--- config.mk ---
export PLATFORM = sky130hd
export DESIGN_NAME = tspcb_road_table
export DESIGN_NICKNAME = d
export VERILOG_FILES = /design/src/rtl/core/tspcb_pkg.sv /design/src/rtl/core/tspcb_road_table.sv
export SDC_FILE = /design/constraint.sdc
export NUM_CORES = 2
export LEC_CHECK = 0
export BUFFER_PORTS_ARGS = -buffer_cell sky130_fd_sc_hd__buf_2
export CAP_MARGIN = 20
export CELL_PAD_IN_SITES_DETAIL_PLACEMENT = 1
export CELL_PAD_IN_SITES_GLOBAL_PLACEMENT = 1
export CORE_MARGIN = 3
export CORE_UTILIZATION = 63
export CTS_BUF_LIST = sky130_fd_sc_hd__clkbuf_8
export DETAILED_ROUTE_END_ITERATION = 8
export PLACE_DENSITY_LB_ADDON = 0.2
export SYNTH_ARGS = -nofsm -noshare
export SYNTH_HDL_FRONTEND = slang
export SYNTH_SLANG_ARGS = --single-unit
--- constraint.sdc ---
create_clock -name clk -period 6.6 [get_ports clk]
set_clock_uncertainty 0.15 [all_clocks]
set_input_delay 0.33 -clock clk [delete_from_list [all_inputs] [get_ports clk]]
set_output_delay 0.33 -clock clk [all_outputs]
set_load 0.03 [all_outputs]
--- src/rtl/core/tspcb_pkg.sv ---
// ----------------------------------------------------------------------------
// tspcb_pkg: shared types and constants for the child breed-and-score block
// Transaction payload structs, opcodes and road table geometry.
// ----------------------------------------------------------------------------
package tspcb_pkg;

  // Input transaction opcodes
  localparam logic [1:0] OP_WRITE  = 2'd0;
  localparam logic [1:0] OP_REMOVE = 2'd1;
  localparam logic [1:0] OP_BREED  = 2'd2;

  // Road table: 16 x 16 directed entries, addressed {from, to}
  localparam int CITY_W      = 4;
  localparam int TABLE_ADDR_W = 2 * CITY_W;
  localparam int TABLE_DEPTH = 1 << TABLE_ADDR_W;

  // Tour and result widths
  localparam int TOUR_W   = 64;
  localparam int LENGTH_W = 20;
  localparam int COUNT_W  = 5;

  // Configuration register indexes
  localparam logic REG_CITY_COUNT = 1'b0;

  typedef struct packed {
    logic [1:0]          opcode;
    logic [CITY_W-1:0]   from_city;
    logic [CITY_W-1:0]   to_city;
    logic [15:0]         road_length;
    logic [TOUR_W-1:0]   parent_a_tour;
    logic [TOUR_W-1:0]   parent_b_tour;
    logic                swap_enable;
    logic [CITY_W-1:0]   swap_first;
    logic [CITY_W-1:0]   swap_second;
  } in_item_t;

  typedef struct packed {
    logic [TOUR_W-1:0]   child_tour;
    logic [LENGTH_W-1:0] tour_length;
    logic                unreachable;
  } out_item_t;

endpackage

--- src/rtl/core/tspcb_road_table.sv ---
// ----------------------------------------------------------------------------
// tspcb_road_table: directed road length store
// One write port and one registered read port; per-entry valid flops.
// ----------------------------------------------------------------------------
module tspcb_road_table #(
  parameter int DIST_BITS = 16
) (
  input  logic                              clk,
  input  logic                              rst,
  input  logic                              wr_en,
  input  logic                              wr_set,
  input  logic [tspcb_pkg::TABLE_ADDR_W-1:0] wr_addr,
  input  logic [DIST_BITS-1:0]              wr_len,
  input  logic [tspcb_pkg::TABLE_ADDR_W-1:0] rd_addr,
  output logic                              rd_hit,
  output logic [DIST_BITS-1:0]              rd_len
);

  logic [tspcb_pkg::TABLE_DEPTH-1:0] valid_bits;
  logic [DIST_BITS-1:0]              mem [tspcb_pkg::TABLE_DEPTH];

  // Valid flops clear at reset: every road starts absent
  always_ff @(posedge clk) begin
    if (rst) begin
      valid_bits <= '0;
      rd_hit     <= 1'b0;
    end else begin
      if (wr_en) begin
        valid_bits[wr_addr] <= wr_set;
      end
      rd_hit <= valid_bits[rd_addr];
    end
  end

  always_ff @(posedge clk) begin
    if (wr_en && wr_set) begin
      mem[wr_addr] <= wr_len;
    end
    rd_len <= mem[rd_addr];
  end

endmodule

# Word-level counts from Yosys, hierarchy flattened
# Memories as Yosys holds them, arrays and structs flattened. A register that Yosys moved wholly into a read port is not among the register bits.
# Cells that the tools add are included.
# op_classes
reduce_logical,2
order_cmp,3
n_mux,7
# ops
op,n
$bwmux W256,1
$lt A8 B9 Y1 const B,2
$bmux W1 S8,1
$demux W1 S8,1
$ge A8 B1 Y1 const B,1
$mux W1,4
$logic_and A1 B1 Y1,2
# word_totals
output_inout_bits,17
memories,1
ramBits,4096
ff_bits,257
word_cells,15
# mem_list
name,words,word_bits,rd,rd_clocked_by_memory_dff,wr,line,source
mem,256,16,1,1,1,tspcb_road_table.sv:20,logic [DIST_BITS-1:0] mem [tspcb_pkg::TABLE_DEPTH];

# Depth between registers and ports, before layout
# depth
ltp_word,5
ltp_mapped,12
depth_no_buf,6

# Worst setup path after synthesis
# OpenSTA, ideal clock, no wires.
# synth_timing
path_type,input to register
start,input port wr_addr[5] (netlist name)
end,memory mem[10][0] (enable)
setup_slack_ps,3642
setup_ps,388
n_path_buf,2
required_time_ps,6062
arrival_ps,2420
cell_stages,5
cell_sequence,clkbuf_1 nor4_1 nand2_1 clkbuf_1 nor2_1
# synth_lines
element,line,source
start: declaration,tspcb_road_table.sv:12,"input logic [tspcb_pkg::TABLE_ADDR_W-1:0] wr_addr,"
end: declaration,tspcb_road_table.sv:20,
# No word-level cell before the write port.

==> impl_metrics.toml <==
[critical_path]
cp-start-kind = "primary input"
crit_arrival_ns = 5.42
critPathBufInv = 4
reg2reg_depth = 6
required_ns = 7.53
crit_top_cell = "buf_4"
path_depth = 9
cpPeakStageDelay_ns = 0.78
worstSetupPathType = "primary input to flop"
worstSetupEndpointType = "flop"
cp_max_fo = 73
critical-path-top-delay-family = "buffers and inverters"
cpMaxStageDelayCell = "inv_8"
crit_chain = "dlygate4sd3_1 -> buf_4 -> inv_8 -> buf_4 -> mux2i_1 -> a22oi_1 -> nand4_1 -> nor2_1 -> nor4b_1"

[global_route]
grt_overflow = 0
antenna_found_initial = 62
grt_max_degree = 179
grt_pass1_vias = 97400
grt_pass1_wl_um = 766000
track_usage_pct = 39.8

[place]
numPortBuffers = 52
gp_congestion = 0.911
pre_cts_ws_ns = 1.40
place_hpwl_um = 300000

[timing]
hold_ws_ns = 0.0538
finalCriticalPeriod_ns = 4.49
post-route-period-util_pct = 68.0
worst_slew_pin_slew_ns = 1.40
setup_violations = 0
finalSetupTns_ns = 0
rsz0062_at_grt = "no"
fmax_mhz = 223
fin_ws_ns = 2.11
finalHoldViolations = 0
maxSlewViolCount = 0
relSlewSlack_pct = 6.39

[floorplan]
die_area_mm2 = 0.275
io_pins = 53
core_area_mm2 = 0.266
die_h_um = 525
die_w_um = 525
start_util_pct = 63.6
row_count = 189

[logic_synthesis]
postSynthCellCount = 8030
syn_nets = 8066
synth_edf_count = 4096
ys_seq_area_share_pct = 75.8
async_flop_share_pct = 0
synth.avg_cell_area_um2 = 21.1
synthFlopType = "edfxtp_1"
synth_area_mm2 = 0.169
yosys.area.top_type = "edfxtp_1"
synth_warnings = 0
synth_top_area_share_pct = 72.6
synth_area_leaders = "edfxtp_1, mux4_2, dfxtp_1"
synthDistinctLibCells = 54
synth-seq-cells = 4369

[layout]
fin_nets = 8704
area_delta_synth_final_pct = 11.2
layout-drive-gt1-share_pct = 27.0
regArea_mm2 = 0.128
layout_common_cells = "edfxtp_1, mux4_2, clkbuf_8"
multi_input_area_mm2 = 0.0381
final_common_cell = "edfxtp_1"
nFillCells = 20600

[clock_tree]
ctsResizeCount = 0
ctsRootBufferMaster = "clkbuf_8"
cts_tree = "built"
post_cts_buffers = 0
htree_levels = 6
clock-sinks = 4369
clkSlewWorstSetupHoldPaths_ns = 0.07
cts-hold-fix-buffers = 45
insertion_delay_ns = 1.30
cts.path.max_buffers = 4
cts_buffers = 670

[route]
routedWlPerCell_um = 43.5
drtAntennaViolNets = 0
first_pass_iters = 6
drt-total-wl_um = 555000
vias = 95400
routed_via_density = 7.47
first_iter_violations = 18800
drc = 0

[worst_hold_path]
hold_depth = 2
hold_path_class = "primary input to flop"

[pwr]
p_sw_share_pct = 24.9
pwr-share-comb_pct = 5.3
vdd_drop_max_mv = 0.291
pwr-share-clk_pct = 39.8
p_switching_mw = 13.8
pwr-share-seq_pct = 54.8
total_power_mw = 55.4
p_int_mw = 41.6
p_leak_nw = 60.6
power.density_mw_per_mm2 = 294

[run_status]
status = "finished clean"

[run]
maxCapViolCount = 0
==> cell usage after synthesis, types with 35 or more instances <==
cell type / count
buf_6: 36
a21oi_1: 277
buf_4: 74
nor2_1: 253
a22oi_1: 118
nand3_1: 228
buf_2: 112
o22ai_1: 39
mux4_2: 1176
o21ai_0: 255
inv_1: 78
nand2_1: 168
clkbuf_1: 245
nand4_1: 35
buf_1: 41
dfxtp_1: 273
edfxtp_1: 4096
mux2i_1: 326
==> metrics by stage <==
| stage | instance area (µm²) | cells | utilization (%) |
|---|---|---|---|
| 6_report | 188000 | 12800 | 70.7 |
| 3_5_place_dp | 175000 | 11500 | 65.8 |
| 3_3_place_gp | 175000 | 11500 | 65.7 |
| 5_1_grt | 188000 | 12700 | 70.7 |
| 2_1_floorplan | 169000 | 8030 | - |
| 4_1_cts | 188000 | 12700 | 70.6 |
==> power by group through the flow <==
stage | Clock (mW) | Combinational, mW | Sequential [mW]
floorplan | 0 | 1.45 | 31.0
global placement | 0 | 2.68 | 31.0
detailed placement | 0 | 2.78 | 31.0
CTS | 21.9 | 2.86 | 30.4
global route | 23.2 | 3.01 | 30.4
finish | 22.1 | 2.96 | 30.4
==> layer usage <==
metal | global-route usage (%) | share of wire [%]
met3 | 10.9 | 14
met1 | 53.0 | 32
met2 | 60.7 | 47
met5 | 0 | 0.070
met4 | 22.3 | 6.7
==> kinds of logic after synthesis <==
| kind of cell | synth area share (%) |
|---|---|
| AND/OR/NAND/NOR | 2.17 |
| AO/OA/AOI/OAI | 2.67 |
| buffers and inverters | 1.73 |
| multiplexers | 17.6 |
| flip-flops | 75.8 |
==> cell type report <==
class,instances,share of cell area [%]
multi-input combinational,3070,20.2
clock buffer,692,5.06
clock inverter,498,1.47
tap,3533,2.35
antenna,44,0.0585
sequential,4369,68.2
inverter,80,0.163
timing repair buffer,477,2.45
==> final timing paths <==
check	startpoint	to	slack, ns
worst min-delay path	wr_len[7]	mem[186][7]	0.05
worst max-delay path	rd_addr[4]	rd_len[9]	2.11
worst max register to register	mem[132][12]	rd_len[12]	3.20
worst min register to register	valid_bits[253]	valid_bits[253]	0.33
==> state kept, by name (all words and copies together), names as in the netlist <==
register,cells
mem,4096
valid_bits,256
rd_len,16
rd_hit,1
Note: power is estimated with default switching activity, not from simulation.
